===== config.mk =====
export PLATFORM = sky130hd
export DESIGN_NAME = signed_int32_alu_mul_div_unit
export DESIGN_NICKNAME = d
export VERILOG_FILES = /design/src/rtl/sialu_pkg.sv /design/src/rtl/sialu_ctrl.sv /design/src/rtl/sialu_dpath.sv /design/src/rtl/signed_int32_alu_mul_div_unit.sv
export SDC_FILE = /design/constraint.sdc
export NUM_CORES = 1
export LEC_CHECK = 0
export BUFFER_PORTS_ARGS = -buffer_cell sky130_fd_sc_hd__buf_4
export CAP_MARGIN = 25
export CORE_UTILIZATION = 51
export CTS_CLUSTER_DIAMETER = 60
export DETAILED_ROUTE_END_ITERATION = 8
export HOLD_SLACK_MARGIN = 0.05
export PLACE_DENSITY = 0.78
export SYNTH_ARGS = -nofsm -noshare
export SYNTH_HDL_FRONTEND = slang
export SYNTH_SLANG_ARGS = --single-unit

===== constraint.sdc =====
create_clock -name clk -period 5.1 [get_ports clk]
set_clock_uncertainty 0.2 [all_clocks]
set_input_delay 0.765 -clock clk [delete_from_list [all_inputs] [get_ports clk]]
set_output_delay 0.765 -clock clk [all_outputs]
set_load 0.02 [all_outputs]

===== src/rtl/sialu_pkg.sv =====
// Shared types and constants for the signed ALU with serial multiply and divide.
package sialu_pkg;

    localparam int DATA_WIDTH_DEF = 32;

    typedef enum logic [1:0] {
        CMD_ADD = 2'd0,
        CMD_SUB = 2'd1,
        CMD_MUL = 2'd2,
        CMD_DIV = 2'd3
    } cmd_t;

    typedef enum logic [1:0] {
        ST_IDLE,
        ST_RUN,
        ST_FIN
    } state_t;

    typedef struct packed {
        logic load;
        logic step;
        logic out_write;
    } dp_ctrl_t;

endpackage


===== src/rtl/sialu_ctrl.sv =====
// Sequencer: handshakes, bit counter and output valid for the serial ALU.
module sialu_ctrl
    import sialu_pkg::*;
#(
    parameter int DATA_WIDTH = DATA_WIDTH_DEF
)
(
    input  logic     clk,
    input  logic     rst_n,
    input  logic     in_valid,
    output logic     in_ready,
    input  cmd_t     cmd,
    input  logic     b_zero,
    output logic     out_valid,
    input  logic     out_ready,
    output dp_ctrl_t ctl
);

    localparam int CNT_W = (DATA_WIDTH > 1) ? $clog2(DATA_WIDTH) : 1;

    state_t           state_reg, state_next;
    logic [CNT_W-1:0] count_reg, count_next;
    logic             out_valid_reg, out_valid_next;
    logic             out_free;
    logic             accept;
    logic             needs_run;

    always_ff @(posedge clk or negedge rst_n)
    begin
        if (!rst_n)
        begin
            state_reg     <= ST_IDLE;
            count_reg     <= '0;
            out_valid_reg <= 1'b0;
        end
        else
        begin
            state_reg     <= state_next;
            count_reg     <= count_next;
            out_valid_reg <= out_valid_next;
        end
    end

    always_comb
    begin
        out_free      = !out_valid_reg || out_ready;
        in_ready      = (state_reg == ST_IDLE) || ((state_reg == ST_FIN) && out_free);
        accept        = in_valid && in_ready;
        // multiply and a nonzero divide iterate; everything else finishes at load
        needs_run     = (cmd == CMD_MUL) || ((cmd == CMD_DIV) && !b_zero);
        ctl.load      = accept;
        ctl.step      = (state_reg == ST_RUN);
        ctl.out_write = (state_reg == ST_FIN) && out_free;

        state_next = state_reg;
        count_next = count_reg;

        case (state_reg)
            ST_IDLE:
            begin
                if (accept)
                begin
                    state_next = needs_run ? ST_RUN : ST_FIN;
                end
            end
            ST_RUN:
            begin
                count_next = count_reg - 1'b1;
                if (count_reg == '0)
                begin
                    state_next = ST_FIN;
                end
            end
            ST_FIN:
            begin
                if (out_free)
                begin
                    if (accept)
                    begin
                        state_next = needs_run ? ST_RUN : ST_FIN;
                    end
                    else
                    begin
                        state_next = ST_IDLE;
                    end
                end
            end
            default:
            begin
                state_next = ST_IDLE;
            end
        endcase

        if (accept)
        begin
            count_next = CNT_W'(DATA_WIDTH - 1);
        end

        if (ctl.out_write)
        begin
            out_valid_next = 1'b1;
        end
        else if (out_ready)
        begin
            out_valid_next = 1'b0;
        end
        else
        begin
            out_valid_next = out_valid_reg;
        end
    end

    assign out_valid = out_valid_reg;

    a_no_accept_in_run: assert property (@(posedge clk) disable iff (!rst_n)
        (state_reg == ST_RUN) |-> !in_ready)
        else $error("input taken while an item iterates");

    a_run_ends: assert property (@(posedge clk) disable iff (!rst_n)
        ((state_reg == ST_RUN) && (count_reg == '0)) |=> (state_reg == ST_FIN))
        else $error("iteration did not end after the last bit");

    a_run_count: assert property (@(posedge clk) disable iff (!rst_n)
        (ctl.load && needs_run) |=> ((state_reg == ST_RUN) && (count_reg == CNT_W'(DATA_WIDTH - 1))))
        else $error("iteration started with a wrong bit count");

    a_result_shown: assert property (@(posedge clk) disable iff (!rst_n)
        ctl.out_write |=> out_valid_reg)
        else $error("written result not presented");

endmodule


===== src/rtl/sialu_dpath.sv =====
// Datapath: operand registers, shift-add multiply and restoring divide, one bit a cycle.
module sialu_dpath
    import sialu_pkg::*;
#(
    parameter int DATA_WIDTH = DATA_WIDTH_DEF
)
(
    input  logic                  clk,
    input  dp_ctrl_t              ctl,
    input  cmd_t                  cmd,
    input  logic [DATA_WIDTH-1:0] opa,
    input  logic [DATA_WIDTH-1:0] opb,
    output logic                  b_zero,
    output logic [DATA_WIDTH-1:0] result,
    output logic                  dbz
);

    localparam int W = DATA_WIDTH;
    localparam logic [W-1:0] MAX_POS = {1'b0, {(W-1){1'b1}}};
    localparam logic [W-1:0] NEG_MAX = {1'b1, {(W-2){1'b0}}, 1'b1};

    cmd_t         cmd_reg, cmd_next;
    logic [W-1:0] acc_reg, acc_next;
    logic [W-1:0] aux_reg, aux_next;
    logic [W-1:0] opb_reg, opb_next;
    logic [W-1:0] rem_reg, rem_next;
    logic         neg_reg, neg_next;
    logic         dbz_reg, dbz_next;
    logic [W-1:0] res_reg, res_next;
    logic         dbz_out_reg, dbz_out_next;

    logic         a_neg;
    logic         b_neg;
    logic [W-1:0] mag_a;
    logic [W-1:0] mag_b;
    logic [W:0]   rem_sh;
    logic [W+1:0] diff;
    logic         fits;

    always_ff @(posedge clk)
    begin
        cmd_reg     <= cmd_next;
        acc_reg     <= acc_next;
        aux_reg     <= aux_next;
        opb_reg     <= opb_next;
        rem_reg     <= rem_next;
        neg_reg     <= neg_next;
        dbz_reg     <= dbz_next;
        res_reg     <= res_next;
        dbz_out_reg <= dbz_out_next;
    end

    always_comb
    begin
        a_neg  = opa[W-1];
        b_neg  = opb[W-1];
        mag_a  = a_neg ? (~opa + 1'b1) : opa;
        mag_b  = b_neg ? (~opb + 1'b1) : opb;
        b_zero = (opb == '0);

        // bring down the next dividend bit and try the divisor
        rem_sh = {rem_reg, aux_reg[W-1]};
        diff   = {1'b0, rem_sh} - {2'b00, opb_reg};
        fits   = !diff[W+1];

        cmd_next     = cmd_reg;
        acc_next     = acc_reg;
        aux_next     = aux_reg;
        opb_next     = opb_reg;
        rem_next     = rem_reg;
        neg_next     = neg_reg;
        dbz_next     = dbz_reg;
        res_next     = res_reg;
        dbz_out_next = dbz_out_reg;

        if (ctl.out_write)
        begin
            dbz_out_next = dbz_reg;
            if ((cmd_reg == CMD_DIV) && !dbz_reg)
            begin
                if (neg_reg)
                begin
                    res_next = ~acc_reg + 1'b1;
                end
                else if (acc_reg[W-1])
                begin
                    // most negative over minus one: saturate
                    res_next = MAX_POS;
                end
                else
                begin
                    res_next = acc_reg;
                end
            end
            else
            begin
                res_next = acc_reg;
            end
        end

        if (ctl.load)
        begin
            cmd_next = cmd;
            dbz_next = 1'b0;
            neg_next = a_neg ^ b_neg;
            rem_next = '0;
            aux_next = opa;
            opb_next = opb;
            case (cmd)
                CMD_ADD:
                begin
                    acc_next = opa + opb;
                end
                CMD_SUB:
                begin
                    acc_next = opa - opb;
                end
                CMD_MUL:
                begin
                    acc_next = '0;
                end
                CMD_DIV:
                begin
                    aux_next = mag_a;
                    opb_next = mag_b;
                    if (b_zero)
                    begin
                        dbz_next = 1'b1;
                        acc_next = a_neg ? NEG_MAX : MAX_POS;
                    end
                    else
                    begin
                        acc_next = '0;
                    end
                end
                default:
                begin
                    acc_next = '0;
                end
            endcase
        end
        else if (ctl.step)
        begin
            aux_next = {aux_reg[W-2:0], 1'b0};
            case (cmd_reg)
                CMD_MUL:
                begin
                    acc_next = acc_reg + (opb_reg[0] ? aux_reg : '0);
                    opb_next = {1'b0, opb_reg[W-1:1]};
                end
                CMD_DIV:
                begin
                    acc_next = {acc_reg[W-2:0], fits};
                    rem_next = fits ? diff[W-1:0] : rem_sh[W-1:0];
                end
                default:
                begin
                    acc_next = acc_reg;
                end
            endcase
        end
    end

    assign result = res_reg;
    assign dbz    = dbz_out_reg;

endmodule


===== src/rtl/signed_int32_alu_mul_div_unit.sv =====
// Add and subtract go from accept through the FIN state into the result register;
// multiply and divide iterate in RUN first, one quotient or product bit per cycle, then FIN.
// Add and subtract take one item per cycle while out_ready holds; multiply and divide take
// no new item until the iteration ends, set by the single shift-add / restoring-subtract unit.
// A zero divisor skips the iteration and completes like an add.
// Reset (rst_n low, asynchronous) idles the sequencer and drops out_valid; data is not cleared.
module signed_int32_alu_mul_div_unit
    import sialu_pkg::*;
#(
    parameter int DATA_WIDTH = DATA_WIDTH_DEF
)
(
    input  logic                         clk,
    input  logic                         rst_n,
    input  logic                         in_valid,
    output logic                         in_ready,
    input  logic [1:0]                   command,
    input  logic signed [DATA_WIDTH-1:0] operand_a,
    input  logic signed [DATA_WIDTH-1:0] operand_b,
    output logic                         out_valid,
    input  logic                         out_ready,
    output logic signed [DATA_WIDTH-1:0] result_value,
    output logic                         divide_by_zero
);

    dp_ctrl_t              ctl;
    cmd_t                  cmd;
    logic                  b_zero;
    logic [DATA_WIDTH-1:0] result;

    assign cmd = cmd_t'(command);

    sialu_ctrl #(
        .DATA_WIDTH (DATA_WIDTH)
    ) u_ctrl (
        .clk       (clk),
        .rst_n     (rst_n),
        .in_valid  (in_valid),
        .in_ready  (in_ready),
        .cmd       (cmd),
        .b_zero    (b_zero),
        .out_valid (out_valid),
        .out_ready (out_ready),
        .ctl       (ctl)
    );

    sialu_dpath #(
        .DATA_WIDTH (DATA_WIDTH)
    ) u_dpath (
        .clk    (clk),
        .ctl    (ctl),
        .cmd    (cmd),
        .opa    (operand_a),
        .opb    (operand_b),
        .b_zero (b_zero),
        .result (result),
        .dbz    (divide_by_zero)
    );

    assign result_value = $signed(result);

endmodule

==> results of run 1 <==
==> worst register-to-register path, delay by kind of cell (launching register included) <==
| kind | cells | cell delay (ps) |
|---|---|---|
| compound gates | 8 | 1980 |
| flops | 1 | 610 |
| simple gates | 2 | 450 |
| fa+ha+maj | 2 | 410 |
| xor+xnor | 1 | 260 |
| buf+inv | 1 | 80 |
==> path summary, 6_finish.rpt <==
kind | from | endpoint | slack, ps | cells past startpoint
worst max-delay path | operand_b[0] | u_dpath.acc_reg[30]$_DFFE_PP_ | 210 | 21
worst min-delay path | u_dpath.rem_reg[1]$_SDFFE_PP0P_ | u_dpath.rem_reg[1]$_SDFFE_PP0P_ | 300 | 2
worst max register to register | u_dpath.opb_reg[0]$_DFFE_PP_ | u_dpath.acc_reg[28]$_DFFE_PP_ | 810 | 14
worst min register to register | u_dpath.rem_reg[1]$_SDFFE_PP0P_ | u_dpath.rem_reg[1]$_SDFFE_PP0P_ | 300 | 2
max in group asynchronous | rst_n | u_ctrl.state_reg[1]$_DFFE_PN0P_ | 4090 | 2
min in group asynchronous | rst_n | u_ctrl.count_reg[1]$_DFFE_PN0P_ | 470 | 2
==> cell families after synthesis <==
logic type                 Yosys count  share of synthesized area, %
adders and majority gates          104                          9.06
AOI/OAI and AO/OA                  576                          23.8
DFF                                173                          33.1
and+or+nand+nor                    595                          19.2
muxes                                9                         0.617
buffers and inverters              147                          3.97
xor gates and xnor gates           171                          10.3
==> final cells by class <==
class | count | area (um^2)
inverter | 71 | 267
tap | 378 | 473
fill | 2474 | 11200
clock buffer | 17 | 425
multi-input combinational | 1455 | 9230
sequential | 173 | 4830
clock inverter | 15 | 174
timing repair buffer | 187 | 1430
==> power by group through the flow <==
stage          combinational (mW)  sequential, mW  clock (mW)
4_1_cts                      5.39            2.88        1.35
2_1_floorplan                3.99            2.81           0
3_3_place_gp                 5.19            2.87           0
6_report                     5.48            2.90        1.34
3_5_place_dp                 5.33            2.90           0
5_1_grt                      6.08            2.97        1.39
==> placed cells by master (no fill, tap or decap), drive strengths merged, types with 42 or more instances in the layout <==
cell type  netlist  routed
a21oi          202     202
a21o            42      42
ha             101     101
inv             69      75
buf             11     186
nor2           145     145
o21ai          168     168
xnor2           96      96
nor3            56      56
edfxtp         133     133
xor2            75      75
nand2          212     212
==> timing repair <==
item | 4_1_cts | 5_1_grt
hold endpoints to repair | 8 | 0
gates resized for setup | 0 | 3
hold buffers | 1 | 0
setup endpoints to repair | 0 | 5
==> metal layers <==
metal	part of all wire [%]	routed length [um]
met2	46	18800
met1	43	17700
met4	2.5	1040
met5	0	0
met3	8.9	3670
==> results, run 1 <==
- The overflow left after global routing is 0.
- The delay of the slowest cell on the worst path is 450 ps.
- The via count of the first global-routing pass is 12900.
- The synthesized design spends more area on one cell type than any other, namely sky130_fd_sc_hd__edfxtp_1.
- The leakage power figure is 7.14 nW.
- Once layout is complete, the cells apart from fillers number 2296.
- The max-slew violation total from the final report is 0.
- The reported max-cap violation count is 0.
- In the final design database the tool counted 2079 nets.
- With fillers left out, the area of the finished cells amounts to 16800 um^2.
- Compared with the post-synthesis result, the final layout area differs by 15.2%.
- Counting flops with an async set or reset pin after synthesis yields a share of 4.62%.
- The number of flops mapped to enable cells by yosys is 133.
- The cell-internal power is 5.30 mW.
- The prevailing post-synth register cell is sky130_fd_sc_hd__edfxtp_1.
- The synthesized net count is 1949.
- The detailed placer's ending HPWL is 31200 um.
- The I/O pin count is 105.
- The number of different library cells used by synthesis comes to 78.
- Each instance of the synthesized netlist takes up on average 8.23 um^2.
- Counting the buffers created by CTS gives 17.
- In this run the tightest slew margin relative to its limit is 29.6%.
- Global routing used 28.3% of the available tracks.
- The full die area is 29300 um^2.
- The worst-skew pair later-pin latency is 450 ps.
- The worst setup path is launched from a primary input.
- After clock tree synthesis, the clock-pin slew on the worst setup and hold paths is 80 ps.
- The first global-routing pass estimated 65500 um of wire.
- The final weighted congestion of routability-driven global placement is 0.956.
- Before antenna repair, the detailed router went through 6 iterations.
- The count of final setup violators is 0.
- The flow ran to the end, and the final reports show no timing, DRC or antenna violations.
- STA puts the critical path data required time at 5160 ps.
- The quantity of I/O buffers inserted on ports is 104.
- Ranked by instance count, the synthesized netlist is headed by 211 x sky130_fd_sc_hd__nand2_1, 199 x sky130_fd_sc_hd__a21oi_1, 167 x sky130_fd_sc_hd__o21ai_0, 145 x sky130_fd_sc_hd__nor2_1, 133 x sky130_fd_sc_hd__edfxtp_1.
- The placed standard-cell area is 16200 um^2.
- The arrival time at the worst endpoint is 4940 ps.
- The part of the cycle the worst path needs is 95.8%.
- The routed design could run at a clock period as short as 4890 ps.
- The clock net in this run drives a total of 173 sinks.
- For this run, global-route usage on met3 was measured as 5.06%.
- The cell area that synthesis handed to floorplanning was 14600 um^2.
- Sequential elements use 33.1% of the synthesized area.
- The fraction of final layout cells with drive strength greater than 1 is 12.9%.
- In the global route stage, met2 resource usage came out at 46.3%.
- Total power for the finished layout comes to 9.72 mW.
- The number of buffers added for setup after CTS is 0.
- The height of the die is 171 um.
- The flop and latch count out of synthesis is 173.
- The routed wire length per instance is 17.9 um.
- The area share of the largest cell type after synthesis is 27.3%.
- The count of endpoints failing hold in the final timing report was 0.
- In the routed design, unresolved DRC markers number 0.
- Wires add up to 41200 um.
- The kind of end point of the critical path is a register.
- Traced cell by cell, the critical path runs through buf_4 > inv_1 > ha_1 > or3b_4 > or4_4 > or3_4 > buf_4 > or3_1 > nand2_1 > xor2_1 > ha_1 > a21oi_2 > o21bai_1 > a21o_1 > o21bai_1 > a311oi_1 > o21ai_1 > a31oi_1 > xnor2_1 > a21oi_1 > a311oi_1.
- The number of buffers on the longest clock path is 2.
- The worst path buffer plus inverter count is 3.
- The critical path is of the primary input to register type.
- In this run the horizontal extent of the chip is 171 um.
- Setup repair after global routing left no endpoint under its margin.
- For the pin with the worst max-slew slack, the measured transition is 1050 ps.
- The gate family responsible for the most delay along the worst path is simple AND/OR/NAND/NOR gates.
- The met1 usage in global routing is 37.6%.
- The number of synthesis warnings is 0.
- The buffer cell driving the clock tree root is sky130_fd_sc_hd__clkbuf_16.
- CTS built an H-tree with a depth of 4.
- The floorplan step defined a core boundary enclosing 28000 um^2.
- The worst setup slack after placement is -250 ps.
- The maximum clock rate is 205 MHz.
- In this run, the number of DRC markers left after iteration 0 of detailed routing was 1483.
- The effective utilization at floorplan is 52.2%.
- The share of total power dissipated in sequential elements is 29.9%.
- Yosys attributes the largest share of cell area to sky130_fd_sc_hd__edfxtp_1 27%, sky130_fd_sc_hd__ha_1 8.7%, sky130_fd_sc_hd__a21oi_1 6.8%, sky130_fd_sc_hd__xnor2_1 5.8%, sky130_fd_sc_hd__o21ai_0 5.7%.
- The switching power share of the total is 45.5%.
- The worst hold slack is 302 ps.
- The placed instance count is 2261.
- The most heavily used metal layer in global routing is met2.
- In the post-route analysis, the smallest setup slack over all paths is 213 ps.
- Yosys instantiated no cell more often than sky130_fd_sc_hd__nand2_1.
- The maximum VDD drop is 0.288 mV.
- The maximum fanout along the worst path is 5.
- Synthesis produced a netlist whose cell count is 1775.
- TritonCTS built the clock tree.
- The clock network burns 13.7% of the power.
- The number of antenna repair diodes is 0.
- The routed layout has 13700 vias.
- The power per cell area is 577 nW/um^2.
- The routed via count divided by cell count is 5.98.
- Among all stages on the critical path, the largest delay is contributed by sky130_fd_sc_hd__or4_4.
- The initial antenna violation count is 0.
- At the end of the flow the core is filled with cells to 60.1%.
- Row generation in the floorplan step produced 61 rows.
- The type of the tightest min-delay check is register to register.
- Combinational cells account for 56.4% of the total power.
- The largest net degree at the start of global routing is 102.
- The analysis attributes to net switching a power of 4.42 mW.
- The remaining antenna violation count is 0.
- The final sum of negative setup slack is 0 ps.
Note: power is estimated with default switching activity, not from simulation.
==> run 2, diff against run 1 <==
- RECOVER_POWER: default -> 25
- SLEW_MARGIN: default -> 20
==> run 2 against run 1 <==
Wire length fell by 0.12%. Count of clock-buffer cells in the layout unchanged. Highest routed layer unchanged. Worst setup slack gained 14 ps. Critical path type unchanged.
==> results, run 2 (synthesis gave the netlist of run 1 again) <==
- The remaining antenna violation count was 0 (unchanged).
- The tightest min-delay check is of the register to register type.
- The utilization of the core after routing is 59.5% (-0.65 points).
- The I/O pin count is 105 (unchanged).
- The part of the cycle the worst path needs came to 95.6% (-0.28 points).
- The routed wire length per instance is 17.9 um (about the same).
- The count of endpoints failing hold in the final timing report is 0 (unchanged).
- The slew at the pin closest to its max-slew limit is 1180 ps (+126 ps).
- The fraction of final layout cells with drive strength greater than 1 came to 10.8% (-2.1 points).
- The number of antenna repair diodes is 0 (unchanged).
- The worst setup path is of the primary input to register kind.
- The final sum of negative setup slack was 0 ps (unchanged).
- The total number of vias is 13800 (+0.27%).
- The type of element launching the critical path is a primary input.
- The horizontal die dimension came to 171 um (unchanged).
- The shortest period the worst path allows was 4870 ps (-14.1 ps).
- The residual DRC count is 0 (unchanged).
- The number of buffers on the longest clock path is 2 (unchanged).
- The final worst-path setup slack is 227 ps (+14.1 ps).
- The reported max-cap violation count was 0 (unchanged).
- The count of final setup violators is 0 (unchanged).
- The flow ran to the end, and the final reports show no timing, DRC or antenna violations.
- The H-tree depth reported by CTS is 4 (unchanged).
- The power per cell area is 579 nW/um^2 (+0.24%).
- The placeable core area came to 28000 um^2 (unchanged).
- The clock-pin slew on the worst setup and hold paths came to 80 ps (about the same).
- TritonCTS built the clock tree.
- The overflow left after global routing was 0 (unchanged).
- The worst slew margin relative to its limit is 21.5% (-8.2 points).
- The largest individual stage delay along the critical path comes from the cell sky130_fd_sc_hd__or4_4.
- The area used by multi-input combinational logic is 9220 um^2 (-0.18%).
- In this design, the largest share of critical-path delay is due to compound AO/OA/AOI/OAI gates.
- The top cell types in the final layout, fill and taps aside, are 211 x sky130_fd_sc_hd__nand2_1, 198 x sky130_fd_sc_hd__a21oi_1, 164 x sky130_fd_sc_hd__o21ai_0.
- The largest net degree at the start of global routing was 102 (unchanged).
- The delay of the slowest cell on the worst path is 450 ps (about the same).
- The post-synthesis to final-layout area growth is 14.0%.
- The arrival time at the worst endpoint was 4810 ps (-130 ps).
- Walking the worst path, the cells encountered are buf_4 > inv_1 > ha_1 > or3b_4 > or4_4 > or4_1 > nand2_1 > xor2_1 > ha_1 > buf_4 > o21ai_0 > nor3_1 > a211oi_1 > o21ai_1 > a21oi_1 > o31ai_1 > a211o_1 > a211o_1 > a31oi_1 > a31oi_1.
- The effective utilization at floorplan is 52.2% (unchanged).
- The total routed wirelength is 41100 um (-0.12%).
- The row count is 61 (unchanged).
- The worst path buffer plus inverter count is 3 (unchanged).
- The maximum VDD drop was 0.288 mV (+0.11%).
- The tree is rooted in a sky130_fd_sc_hd__clkbuf_16.
- The maximum clock rate is 205 MHz (+0.29%).
- The number of DRC violations after detailed-routing iteration 0 came to 1459 (-1.6%).
- The full die area is 29300 um^2 (unchanged).
- The total global routing track utilization is 28.3% (unchanged).
- The number of iterations in the first detailed-routing pass was 5 (-1).
- The final net count is 2078 (-0.048%).
- The number of clock sinks was 173 (unchanged).
- The worst setup slack after placement came to -250 ps (unchanged).
- The area taken by flip-flops and latches was 4830 um^2 (unchanged).
- The data required time at the worst endpoint was 5030 ps (-130 ps).
- The quantity of I/O buffers inserted on ports is 104 (unchanged).
- Setup repair after global routing left no endpoint under its margin.
- The worst-skew pair later-pin latency is 440 ps (about the same).
- The routed via count divided by cell count is 6.00 (+0.31%).
- The via count of the first global-routing pass came to 12900 (unchanged).
- The initial antenna violation count is 0 (unchanged).
- The leakage power figure is 6.98 nW (-2.2%).
- The max-slew violation total from the final report is 0 (unchanged).
- The filler cell count is 2544 (+2.8%).
- The height of the die is 171 um (unchanged).
- The maximum fanout along the worst path is 5 (unchanged).
- The kind of end point of the critical path is a register.
- The detailed placer's ending HPWL is 31200 um (unchanged).
- The number of buffers added for setup after CTS is 0 (unchanged).
- The library cell used most frequently in the layout, excluding fill and tap cells, is sky130_fd_sc_hd__nand2_1.
- The CTS buffer count is 17 (unchanged).
- The wire length of the first global-routing pass was 65500 um (unchanged).
- The final weighted congestion of routability-driven global placement was 0.956 (unchanged).
## run 2: cell count changes in the layout (fill, tap and decap cells not counted), sizes merged
cell	previous run	this run
buf	186	146
clkbuf	17	56
## run 2: routing by layer
layer	up-vias	wire [um]	global-route usage, %
met5	-	0	0
met4	0	1050	9.70
met3	76	3910	5.06
met2	632	18700	46.3
met1	6348	17500	37.6
li1	6704	-	-
## run 2: metrics by stage
stage	power, mW	hold WS (ps)	std cells	cell area (um^2)
2_1_floorplan	6.80	266	1775	14600
3_5_place_dp	8.23	295	2261	16200
4_1_cts	9.61	301	2294	16800
3_3_place_gp	8.06	287	2261	16200
6_report	9.64	303	2295	16700
5_1_grt	10.4	345	2295	16700
## run 2: where the power goes
group	internal (mW)	leakage [nW]	switching, mW
registers	2.37	1.62	0.522
logic	2.20	5.07	3.21
clock network	0.661	0.286	0.673
## run 2: worst reg2reg max path: stages (launching register included)
cell                       delay, ps
sky130_fd_sc_hd__edfxtp_1        610
sky130_fd_sc_hd__and2_1          280
sky130_fd_sc_hd__ha_1            220
sky130_fd_sc_hd__inv_1            80
sky130_fd_sc_hd__fa_1            180
sky130_fd_sc_hd__nand2b_1        170
sky130_fd_sc_hd__a21oi_1         130
sky130_fd_sc_hd__o21a_1          240
sky130_fd_sc_hd__o41a_1          460
sky130_fd_sc_hd__a31o_2          270
sky130_fd_sc_hd__a211o_1         320
sky130_fd_sc_hd__a211o_1         280
sky130_fd_sc_hd__a21oi_1         170
sky130_fd_sc_hd__xor2_1          270
sky130_fd_sc_hd__a31oi_1         120
## run 2: final timing paths
| kind | from | endpoint | slack [ps] | cells past startpoint |
|---|---|---|---|---|
| max | operand_b[0] | u_dpath.acc_reg[24]$_DFFE_PP_ | 230 | 20 |
| min | u_dpath.rem_reg[1]$_SDFFE_PP0P_ | u_dpath.rem_reg[1]$_SDFFE_PP0P_ | 300 | 2 |
| max reg2reg | u_dpath.opb_reg[0]$_DFFE_PP_ | u_dpath.acc_reg[28]$_DFFE_PP_ | 800 | 14 |
| min reg2reg | u_dpath.rem_reg[1]$_SDFFE_PP0P_ | u_dpath.rem_reg[1]$_SDFFE_PP0P_ | 300 | 2 |
| max in group asynchronous | rst_n | u_ctrl.state_reg[1]$_DFFE_PN0P_ | 3790 | 2 |
| min in group asynchronous | rst_n | u_ctrl.state_reg[0]$_DFFE_PN0P_ | 590 | 2 |
## run 2: area by class of cell
class / count / area share [%]
inverter: 71 / 1.60
tap: 378 / 2.84
clock inverter: 15 / 1.04
timing repair buffer: 186 / 7.60
multi-input combinational: 1455 / 55.3
sequential: 173 / 29.0
clock buffer: 17 / 2.55
## run 2: what timing repair did
| action | 4_1_cts | 5_1_grt |
|---|---|---|
| setup endpoints to repair | 0 | 5 |
| hold endpoints to repair | 8 | 0 |
| hold buffers | 1 | 0 |
| gates resized for setup | 0 | 3 |
